$ cat src/rtl/core/rof_pkg.sv
// Shared types and constants for the 2-D rank-order filter.
// No dependencies; imported by every module of the block except rof_ram.
`timescale 1ns / 1ps

package rof_pkg;

  localparam int KSIZE_DEF     = 3;
  localparam int MAX_WIDTH_DEF = 1024;

  localparam int PIX_W     = 8;
  localparam int ROW_W     = 12;
  localparam int COL_W     = 10;
  localparam int CFG_W     = 13;
  localparam int CFG_IDX_W = 2;
  localparam int M_DATA_W  = 32;

  localparam logic [CFG_IDX_W-1:0] REG_IMAGE_WIDTH  = 2'd0;
  localparam logic [CFG_IDX_W-1:0] REG_IMAGE_HEIGHT = 2'd1;
  localparam logic [CFG_IDX_W-1:0] REG_RANK_INDEX   = 2'd2;

  localparam logic [10:0] IMAGE_WIDTH_RST  = 11'd640;
  localparam logic [12:0] IMAGE_HEIGHT_RST = 13'd480;
  localparam logic [3:0]  RANK_INDEX_RST   = 4'd4;

  localparam logic [12:0] MAX_HEIGHT = 13'd4096;

  typedef struct packed {
    logic [ROW_W-1:0] row;
    logic [COL_W-1:0] col;
    logic             last;
  } rof_meta_t;

  typedef struct packed {
    logic [10:0] image_width;
    logic [12:0] image_height;
  } rof_cfg_t;

endpackage

$ cat src/rtl/core/rof_sort_cell.sv
// One insertion cell of the sort chain: inserts element IDX into the sorted prefix.
// Depends on rof_pkg.
`timescale 1ns / 1ps

module rof_sort_cell #(
  parameter int WIN_N = 9,
  parameter int IDX   = 1
) (
  input  logic                                  clk,
  input  logic                                  rst,
  input  logic                                  advance,
  input  logic                                  in_valid,
  input  logic [WIN_N-1:0][rof_pkg::PIX_W-1:0]  in_data,
  input  rof_pkg::rof_meta_t                    in_meta,
  output logic                                  out_valid,
  output logic [WIN_N-1:0][rof_pkg::PIX_W-1:0]  out_data,
  output rof_pkg::rof_meta_t                    out_meta
);

  import rof_pkg::*;

  logic [PIX_W-1:0]             x;
  logic [WIN_N-1:0][PIX_W-1:0]  ins;

  always_comb begin
    x   = in_data[IDX];
    ins = in_data;
    ins[0] = (in_data[0] <= x) ? in_data[0] : x;
    for (int p = 1; p <= IDX; p++) begin
      if (p == IDX) begin
        ins[p] = (in_data[p-1] > x) ? in_data[p-1] : x;
      end else if (in_data[p] <= x) begin
        ins[p] = in_data[p];
      end else begin
        ins[p] = (in_data[p-1] > x) ? in_data[p-1] : x;
      end
    end
  end

  always_ff @(posedge clk) begin
    if (rst) begin
      out_valid <= 1'b0;
    end else if (advance) begin
      out_valid <= in_valid;
    end
  end

  always_ff @(posedge clk) begin
    if (advance) begin
      out_data <= ins;
      out_meta <= in_meta;
    end
  end

endmodule

$ cat config.mk
export PLATFORM = sky130hd
export DESIGN_NAME = rof_sort_cell
export DESIGN_NICKNAME = d
export VERILOG_FILES = /design/src/rtl/core/rof_pkg.sv /design/src/rtl/core/rof_sort_cell.sv
export SDC_FILE = /design/constraint.sdc
export NUM_CORES = 1
export LEC_CHECK = 0
export BUFFER_PORTS_ARGS = -buffer_cell sky130_fd_sc_hd__buf_2
export CAP_MARGIN = 5
export CORE_MARGIN = 4
export CORE_UTILIZATION = 43
export DETAILED_ROUTE_END_ITERATION = 7
export PLACE_DENSITY = 0.85
export SLEW_MARGIN = 0
export SYNTH_ARGS = -nofsm -noshare
export SYNTH_HDL_FRONTEND = slang
export SYNTH_SLANG_ARGS = --single-unit
$ cat constraint.sdc
create_clock -name clk -period 2.5 [get_ports clk]
set_input_delay 0.75 -clock clk [delete_from_list [all_inputs] [get_ports clk]]
set_output_delay 0.75 -clock clk [all_outputs]
set_load 0.05 [all_outputs]
# After elaboration in Yosys (flattened, before gate mapping)
# Index checks and enable logic that the tools add are counted.
[word_totals]
register_bits = 96
latchBits = 0
mem_bits_rw = 0
rom_bits = 0
in_bits = 99
elab_cells = 17
n_memories = 0
[op_classes]
n_addsub = 0
n_mul = 0
div = 0
n_lt_le_gt_ge = 2
n_eq_ne = 0
shifts = 0
n_mux = 2
bitwise_logic = 0
reduce_logical = 0
[ops]
columns = ["op", "n"]
rows = [
  ["8-bit two-way mux", 2],
  ["8-bit greater-than comparator", 1],
  ["8-bit <= comparator", 1],
]

# Logic depth before layout (Yosys ltp)
# Gate-level depths: netlist of the first run.
[logic_depth]
depth_word = 2
depth_mapped = 8

# Worst setup path after synthesis of the first run
# OpenSTA, ideal clock, no wires.
[synth_path]
path_kind = "in2reg"
startpoint = "in in_data[9] (netlist bit)"
endpoint = "reg out_data[10] (netlist bit) (data pin)"
setup_ns = 0.260
arrival_time_ns = 2.096
required_time_ns = 2.240
path_slack_ns = 0.144
path_stages = 8
n_path_buf = 1
path_cell_list = "inv_1 > ha_1 > nor2b_4 > o211ai_2 > a21oi_2 > o22ai_4 > buf_12 > mux2_4"
[synth_rtl]
columns = ["element", "line_no", "source"]
rows = [
  ["start, declared", "rof_sort_cell.sv:13", "input logic [WIN_N-1:0][rof_pkg::PIX_W-1:0] in_data,"],
  ["end signal, assigned", "rof_sort_cell.sv:50", "out_data <= ins;"],
  ["end, declared", "rof_sort_cell.sv:16", "output logic [WIN_N-1:0][rof_pkg::PIX_W-1:0] out_data,"],
]

==> flow_summary.ini, run 1 <==
[power_and_ir_drop]
total_leakage_power_nw = 2.087
power_density_nw_per_um2 = 797.0
net_switching_power_w = 0.001222
power.sequential.fraction = 0.520
power.share.switching = 0.3256
power_frac_clock = 0.252
p_int_w = 0.002530
comb_power_share = 0.228
ir_worst_vdd_mv = 0.3249
p_total_w = 0.003752

[detailed_routing]
initialDrtViolationCount = 46
route.detailed.drc = 0
vias = 2057
drt-vias-per-instance = 4.481
wire_per_inst_um = 16.52
drtAntennaViolNets = 0
wire_length_after_detailed_routing_um = 7581
first_pass_iteration_count_of_the_detailed_router = 4

[die]
die_h_um = 96.56
fp-row-count = 32
die-width_um = 96.56
design.portCount = 195
core-area_um2 = 7687
die_footprint_um2 = 9323
initial_utilization = 0.4386

[critical_path]
critical_path_type = input port to flop
start_kind = input port
critical_path.max_fanout = 6
cp_data_required_time_ns = 2.62
timing.critical_path.to_type = flop
signal_arrival_time_at_the_worst_endpoint_ns = 2.28

[final_layout]
layout.nets = 459
layout-drive-gt1-share = 0.6639
diodes = 0
finalInstanceArea_um2 = 4708
area_grow_syn2layout_pct = 39.63
final_core_util = 0.6125

[timing]
timing.max_slew.rel_slack = 0.8146
final_period_minus_worst_setup_slack_ns = 2.159
final_hold_viol_count = 0
timing.clock.skew_ns = 0
max_freq_ghz = 0.4632
grt_setup_unrepaired = false
fin_crit_sh = 0.8636
timing.final.max_slew_violations = 0
finalSetupViolations = 0
worst-slew-pin-transition_ns = 0.2781

[global_route]
grt_remaining_overflow = 0
track_usage = 0.1495
grt_first_pass_wirelength_um = 10100
first_global_vias = 2017
grt_antenna_before_repair = 0
grt_start_max_net_pins = 47

[clocking]
cts_post_setup_buffers_inserted = 0
tritoncts = done
insertion_delay_ns = 0.35
post_cts.resized_instances = 0
tritoncts.num_buffers = 9
postCtsHoldBufs = 0
clock_path_buffers = 2
cts.root.buffer_cell = sky130_fd_sc_hd__clkbuf_8
cts.clk_slew.worst_paths_ns = 0.10
numClockSinks = 96
htree_num_levels = 3

[logic_synthesis]
syn_area_um2 = 3372
synth_warnings = 0
synth_nets = 249
synth_seq_cells = 96
post_synth.cell_area_avg_um2 = 23.75
yosysUniqueCellTypes = 18
synth.yosys.seq_area_share = 0.8519
netlist_instances = 142

[status]
outcome = finished clean

[placement]
detailed_place_hpwl_um = 6110
post_place_cell_area_um2 = 4523
gp_congestion = 0.7026
io_buf_count = 194

[min_path]
holdCritPathClass = flop to flop

[job]
timing.max_cap.violations = 0
metal layers:
layer,track usage,part of all wire
met1,0.1497,0.33
met2,0.2874,0.56
met3,0.05887,0.11
met4,0.03505,0.0067
met5,0,0
metrics by stage:
stage / setup slack, ns / instances / setup TNS, ns / hold slack [ns]
3_3_place_gp: 0.04122 / 443 / 0 / 0.4674
2_1_floorplan: 0.1439 / 142 / 0 / 0.7326
5_1_grt: 0.3021 / 459 / 0 / 0.5271
6_report: 0.3411 / 459 / 0 / 0.5180
4_1_cts: 0.3643 / 459 / 0 / 0.5221
3_5_place_dp: -0.02557 / 443 / -0.06065 / 0.4925
worst max-delay path, stage by stage:
cell and delay, ns:
sky130_fd_sc_hd__buf_2 0.10, sky130_fd_sc_hd__inv_1 0.05, sky130_fd_sc_hd__ha_1 0.31, sky130_fd_sc_hd__nor2b_4 0.14, sky130_fd_sc_hd__o211ai_2 0.15, sky130_fd_sc_hd__a21oi_2 0.09
sky130_fd_sc_hd__o22ai_4 0.16, sky130_fd_sc_hd__buf_4 0.20, sky130_fd_sc_hd__mux2_2 0.34
sequential cells by signal (all words and copies together) (netlist names):
signal / flops
out_data: 72
out_meta: 23
out_valid: 1
final cells by class:
| cell class | instances | area, um2 |
|---|---|---|
| Timing Repair Buffer | 200 | 1044 |
| Multi-Input combinational cell | 37 | 449.2 |
| Fill cell | 610 | 2979 |
| Clock inverter | 6 | 57.56 |
| Tap cell | 102 | 127.6 |
| Sequential cell | 96 | 2873 |
| Clock buffer | 10 | 127.6 |
| Inverter | 8 | 30.03 |
synth_stat cells:
library cell	number	area, um2
sky130_fd_sc_hd__a21oi_1	3	15.01
sky130_fd_sc_hd__a21oi_2	1	8.760
sky130_fd_sc_hd__buf_12	1	20.02
sky130_fd_sc_hd__dfxtp_1	1	20.02
sky130_fd_sc_hd__edfxtp_1	95	2853
sky130_fd_sc_hd__ha_1	8	100.1
sky130_fd_sc_hd__inv_1	8	30.03
sky130_fd_sc_hd__mux2_2	6	67.56
sky130_fd_sc_hd__mux2_4	10	150.1
sky130_fd_sc_hd__mux2i_1	1	10.01
sky130_fd_sc_hd__nand2_1	1	3.750
sky130_fd_sc_hd__nand4_1	1	6.260
sky130_fd_sc_hd__nand4_4	1	21.27
sky130_fd_sc_hd__nor2_1	1	3.750
sky130_fd_sc_hd__nor2b_4	1	13.76
sky130_fd_sc_hd__o211ai_2	1	12.51
sky130_fd_sc_hd__o21ai_4	1	16.27
sky130_fd_sc_hd__o22ai_4	1	20.02
placed cells by master (no fill, tap or decap), types with 2 or more instances in the layout:
| cell | count |
|---|---|
| sky130_fd_sc_hd__mux2_4 | 10 |
| sky130_fd_sc_hd__ha_1 | 8 |
| sky130_fd_sc_hd__clkbuf_8 | 9 |
| sky130_fd_sc_hd__mux2_2 | 6 |
| sky130_fd_sc_hd__buf_2 | 193 |
| sky130_fd_sc_hd__buf_12 | 2 |
| sky130_fd_sc_hd__inv_8 | 2 |
| sky130_fd_sc_hd__a21oi_1 | 3 |
| sky130_fd_sc_hd__buf_4 | 5 |
| sky130_fd_sc_hd__inv_1 | 8 |
| sky130_fd_sc_hd__inv_6 | 2 |
| sky130_fd_sc_hd__edfxtp_1 | 95 |
| sky130_fd_sc_hd__clkinv_4 | 2 |
cells by family (layout without fill, tap and decap cells):
kind of cell | after synthesis | in the layout | synth area share
flip-flops | 96 | 96 | 0.8519
AO/OA/AOI/OAI | 7 | 7 | 0.02152
multiplexers | 17 | 17 | 0.06753
AND/OR/NAND/NOR | 5 | 5 | 0.01447
adder cells (fa/ha/maj) | 8 | 8 | 0.02969
buffers and inverters | 9 | 224 | 0.01484
power groups by stage:
stage / logic [W] / clock network [W] / registers, W
2_1_floorplan: 0.000111 / 0 / 0.00247
3_3_place_gp: 0.000845 / 0 / 0.00198
6_report: 0.000856 / 0.000946 / 0.00195
5_1_grt: 0.000891 / 0.00106 / 0.00196
3_5_place_dp: 0.000863 / 0 / 0.00199
4_1_cts: 0.000864 / 0.000978 / 0.00195
path summary, 6_finish.rpt:
check	start	slack, ns	end	cells past startpoint
setup / recovery	in_data[9]	0.34	out_data[0]	9
hold / removal	out_valid	0.52	out_valid	2
hold reg to reg	out_valid	0.52	out_valid	2
setup reg to reg	out_valid	1.90	out_valid	2
No activity file was read; power rests on OpenSTA's default activity.
==> run 2: changes to the inputs <==
PLACE_DENSITY = 0.87   (was 0.85)
==> flow_summary.ini, run 2 (same netlist as run 1, synthesis figures left out) <==
[placement]
dp.cells = 442
detailed_place_hpwl_um = 5923
gp_congestion = 0.7753
io_buf_count = 194

[global_route]
grt_first_pass_wirelength_um = 10140
first_global_vias = 2030
grt_antenna_before_repair = 0
track_usage = 0.1510
grt_start_max_net_pins = 56
grt_remaining_overflow = 0

[detailed_routing]
first_pass_iteration_count_of_the_detailed_router = 4
drt-vias-per-instance = 4.515
initialDrtViolationCount = 35
route.detailed.drc = 0
vias = 2068
wire_per_inst_um = 16.21
wire_length_after_detailed_routing_um = 7423
drtAntennaViolNets = 0

[min_path]
holdCritPathClass = flop to flop

[final_layout]
largest-register = out_data
largest_registers = out_data: 72 flops, out_meta: 23 flops, out_valid: 1 flops
layout-drive-gt1-share = 0.6657
mostFrequentLayoutCells = sky130_fd_sc_hd__buf_2 (193), sky130_fd_sc_hd__edfxtp_1 (95), sky130_fd_sc_hd__mux2_4 (10), sky130_fd_sc_hd__clkbuf_8 (9)
final_common_cell = sky130_fd_sc_hd__buf_2
layout.nets = 458
diodes = 0
area_grow_syn2layout_pct = 40.15
instances_no_fill = 458
largest_register_ffs = 72

[clocking]
tritoncts.num_buffers = 9
cts_post_setup_buffers_inserted = 0
post_cts.resized_instances = 0
insertion_delay_ns = 0.35
cts.root.buffer_cell = sky130_fd_sc_hd__clkbuf_8
numClockSinks = 96
clock_path_buffers = 2
cts.clk_slew.worst_paths_ns = 0.09
htree_num_levels = 3
tritoncts = done
postCtsHoldBufs = 0

[critical_path]
critical_path.max_fanout = 14
signal_arrival_time_at_the_worst_endpoint_ns = 2.22
timing.critical_path.to_type = flop
cp_data_required_time_ns = 2.61
start_kind = input port
critical_path_type = input port to flop

[job]
timing.max_cap.violations = 0

[die]
core-area_um2 = 7687
design.portCount = 195
die_h_um = 96.56
die-width_um = 96.56
initial_utilization = 0.4386
fp-row-count = 32
die_footprint_um2 = 9323

[timing]
finalSetupViolations = 0
finalSetupTns_ns = 0
grt_setup_unrepaired = false
final_hold_viol_count = 0
timing.clock.skew_ns = 0
final_period_minus_worst_setup_slack_ns = 2.109
timing.final.max_slew_violations = 0
timing.max_slew.rel_slack = 0.7601
worst-slew-pin-transition_ns = 0.3598
fin_crit_sh = 0.8438
max_freq_ghz = 0.4741

[status]
outcome = finished clean

[power_and_ir_drop]
p_total_w = 0.003838
power_density_nw_per_um2 = 812.1
ir_worst_vdd_mv = 0.3895
total_leakage_power_nw = 2.091
## run 2: through the flow
stage                     setup slack (ns)  cell area, um2  hold WS [ns]  utilization
final                               0.3905            4726        0.5135       0.6147
after global routing                0.3204            4726        0.5243       0.6147
after CTS                           0.4072            4726        0.5178       0.6147
after detailed placement          0.001126            4516        0.5069       0.5874
after global placement             0.04366            4516        0.4685       0.5874
after floorplan                     0.1439            3372        0.7326            -
## run 2: metal layers
layer	part of all wire	vias up	global-route usage	routed length, um
li1	-	976	-	-
met1	0.35	974	0.1583	2570
met2	0.54	103	0.2782	4016
met3	0.095	15	0.04493	704
met4	0.018	0	0.06542	131
met5	0	-	0	0
## run 2: cell type report
type                            count  area [um2]
Sequential cell                    96        2873
Fill cell                         616        2962
Inverter                            8       30.03
Clock inverter                      7       86.33
Timing Repair Buffer              199        1036
Multi-Input combinational cell     37       449.2
Clock buffer                        9       123.9
Tap cell                          102       127.6
## run 2: worst paths after layout
kind,endpoint,cells after the start,from,slack [ns]
max reg2reg,out_valid,2,out_valid,1.91
min reg2reg,out_valid,2,out_valid,0.51
min,out_valid,2,out_valid,0.51
max,out_data[3],9,in_data[9],0.39
## run 2: where the power goes
part | total [W] | switching [W] | leakage, nW | internal, W
combinational | 0.000851 | 0.000630 | 1.05 | 0.000221
sequential | 0.00195 | 0.0000309 | 0.938 | 0.00192
clock | 0.00103 | 0.000552 | 0.104 | 0.000483
total | 0.00384 | 0.00121 | 2.09 | 0.00262
## run 2: critical path, cell delays in order
cell and delay (ns):
sky130_fd_sc_hd__buf_2 0.10, sky130_fd_sc_hd__inv_1 0.05, sky130_fd_sc_hd__ha_1 0.28, sky130_fd_sc_hd__nor2b_4 0.13, sky130_fd_sc_hd__o211ai_2 0.14, sky130_fd_sc_hd__a21oi_2 0.09
sky130_fd_sc_hd__o22ai_4 0.16, sky130_fd_sc_hd__buf_12 0.19, sky130_fd_sc_hd__mux2_2 0.34
==> run 3: changes to the inputs <==
ABC_AREA = 1   (was unset)
CORE_UTILIZATION = 39   (was 43)
PLACE_DENSITY = 0.83   (was 0.87)
clock period = 1.8 ns   (was 2.5 ns; I/O delays follow)
==> flow_summary.ini, run 3 <==
[status]
outcome = finished clean

[detailed_routing]
wire_per_inst_um = 15.79
first_pass_iteration_count_of_the_detailed_router = 4
drt-vias-per-instance = 4.504
wire_length_after_detailed_routing_um = 8274
initialDrtViolationCount = 65
drtAntennaViolNets = 0
route.detailed.drc = 0
vias = 2360

[job]
timing.max_cap.violations = 0

[clocking]
cts.clk_slew.worst_paths_ns = 0.09
cts_post_setup_buffers_inserted = 0
postCtsHoldBufs = 0
tritoncts.num_buffers = 9
post_cts.resized_instances = 0
numClockSinks = 96
htree_num_levels = 3
clock_path_buffers = 2
insertion_delay_ns = 0.34
cts.root.buffer_cell = sky130_fd_sc_hd__clkbuf_8
tritoncts = done

[logic_synthesis]
synth_warnings = 0
synth_seq_cells = 96
synth.yosys.seq_area_share = 0.8380
synth.largest_area_cell = sky130_fd_sc_hd__edfxtp_1
netlist_instances = 185
post_synth_main_area_contributors = sky130_fd_sc_hd__edfxtp_1 (83%), sky130_fd_sc_hd__nand2_2 (4.0%), sky130_fd_sc_hd__ha_1 (2.9%)
post_synth.cell_area_avg_um2 = 18.53
synth-edff-count = 95
yosys_most_used_dff = sky130_fd_sc_hd__edfxtp_1
syn_area_um2 = 3428
synth_top_area_share = 0.8321
synth_nets = 292
yosys-top-cells-count = sky130_fd_sc_hd__edfxtp_1 (95), sky130_fd_sc_hd__nand2_2 (22), sky130_fd_sc_hd__nand2_1 (18), sky130_fd_sc_hd__nand3_1 (16), sky130_fd_sc_hd__inv_1 (10)
synth.most_common_cell = sky130_fd_sc_hd__edfxtp_1
async_sr_flop_fraction = 0
yosysUniqueCellTypes = 19

[critical_path]
critical_path_type = input port to flop
r2r_slack_ns = 1.22
cp_data_required_time_ns = 1.90
start_kind = input port
signal_arrival_time_at_the_worst_endpoint_ns = 1.67
timing.critical_path.to_type = flop
worst-r2r-cell-count = 2
origin_of_the_critical_flop_to_flop_path = out_valid
reg2reg_to = out_valid
critical_path.max_fanout = 16

[global_route]
grt_remaining_overflow = 0
grt_first_pass_wirelength_um = 11740
grt_antenna_before_repair = 1
grt_start_max_net_pins = 37
first_global_vias = 2320
track_usage = 0.1505

[min_path]
holdCritPathClass = input port to flop
worstHoldEndpoint = out_valid
hold_path_startpoint = rst
whs_path_depth = 2

[timing]
finalSetupViolations = 0
final_hold_viol_count = 0
grt_setup_unrepaired = false
worst_hold_slack_ns = 0.3458
finalSetupTns_ns = 0
worst-slew-pin-transition_ns = 0.2831
final_period_minus_worst_setup_slack_ns = 1.573
timing.max_slew.rel_slack = 0.8125
fin_crit_sh = 0.8739
timing.final.max_slew_violations = 0
timing.clock.skew_ns = 0
max_freq_ghz = 0.6357

[final_layout]
largest-register = out_data
mostFrequentLayoutCells = sky130_fd_sc_hd__buf_2 (193), sky130_fd_sc_hd__edfxtp_1 (95), sky130_fd_sc_hd__buf_4 (25), sky130_fd_sc_hd__nand2_2 (22), sky130_fd_sc_hd__nand2_1 (18)
layout-drive-gt1-share = 0.6316
final_core_util = 0.5876
finalInstanceArea_um2 = 4925
largest_registers = out_data: 72 flops, out_meta: 23 flops, out_valid: 1 flops
layout.nets = 520
area_grow_syn2layout_pct = 43.65
final_common_cell = sky130_fd_sc_hd__buf_2
largest_register_ffs = 72

[power_and_ir_drop]
total_leakage_power_nw = 2.245
ir_worst_vdd_mv = 0.4878
power_density_nw_per_um2 = 1086

[die]
initial_utilization = 0.4090
die_h_um = 101.8
fp-row-count = 33
design.portCount = 195
die_footprint_um2 = 10350
core-area_um2 = 8382
die-width_um = 101.8

[placement]
post_place_cell_area_um2 = 4721
io_buf_count = 194
gp_congestion = 0.7890
detailed_place_hpwl_um = 6800
run 3: cell types whose count changed in the layout (fill, tap and decap cells not counted), moves of 2 or more:
cell / delta
sky130_fd_sc_hd__nand2_4: +2
sky130_fd_sc_hd__nand2_2: +22
sky130_fd_sc_hd__mux2_4: -10
sky130_fd_sc_hd__inv_1: +2
sky130_fd_sc_hd__mux2_2: -6
sky130_fd_sc_hd__nand2_1: +17
sky130_fd_sc_hd__buf_4: +21
sky130_fd_sc_hd__clkinv_4: -2
sky130_fd_sc_hd__clkinvlp_4: +2
sky130_fd_sc_hd__nand3_1: +16
run 3: logic make-up after synthesis:
logic type / synth area share
simple gates: 0.1033
flops: 0.8380
buf+inv: 0.02153
mux: 0.002920
compound gates: 0.005110
fa+ha+maj: 0.02920
run 3: final cells by class:
class,count,area (um2)
repair buffers,220,1194
multi-input cells,75,481.7
well taps,105,131.4
clock inverters,7,77.57
flip-flops and latches,96,2873
fillers,674,3457
diodes,1,2.502
inverters,11,41.29
clock buffers,9,123.9
run 3: how the worst max path moves through the flow:
stage,startpoint,end,cells after the start
6_report,in_data[11],out_data[7],12
5_1_grt,in_data[11],out_data[15],12
4_1_cts,in_data[11],out_data[7],12
3_5_place_dp,in_data[11],out_data[7],12
3_3_place_gp,in_data[5],out_data[0],9
2_1_floorplan,in_data[9],out_data[10],12
run 3: where the power goes:
group	internal [W]	switching [W]
combinational	0.000301	0.000935
sequential	0.00267	0.0000473
clock	0.000654	0.000737
run 3: stage by stage:
stage	std cells	total power, W	worst slack, ns
2_1_floorplan	185	0.003610	0.01505
3_3_place_gp	507	0.003990	-0.1137
3_5_place_dp	507	0.004023	-0.1442
4_1_cts	523	0.005398	0.2440
5_1_grt	523	0.005571	0.1456
6_report	524	0.005348	0.2269
run 3: worst max-delay path: stages:
cell and delay, ns:
sky130_fd_sc_hd__buf_2 0.09, sky130_fd_sc_hd__inv_1 0.04, sky130_fd_sc_hd__ha_1 0.29, sky130_fd_sc_hd__nand2_1 0.07, sky130_fd_sc_hd__inv_2 0.07, sky130_fd_sc_hd__nand2_1 0.05
sky130_fd_sc_hd__nand2_1 0.07, sky130_fd_sc_hd__nand2_2 0.06, sky130_fd_sc_hd__nand2_4 0.09, sky130_fd_sc_hd__nand2_4 0.15, sky130_fd_sc_hd__nand2_1 0.10, sky130_fd_sc_hd__nand2_1 0.07
run 3: per-layer routing:
layer  GRT usage  vias to the layer above  share of wire  wire (um)
met5           0                        -         0.0016         13
met4     0.06339                        2          0.017        144
met3     0.03926                       12           0.11        894
li1            -                     1133              -          -
met1      0.1642                     1097           0.34       2838
met2      0.2752                      116           0.53       4381
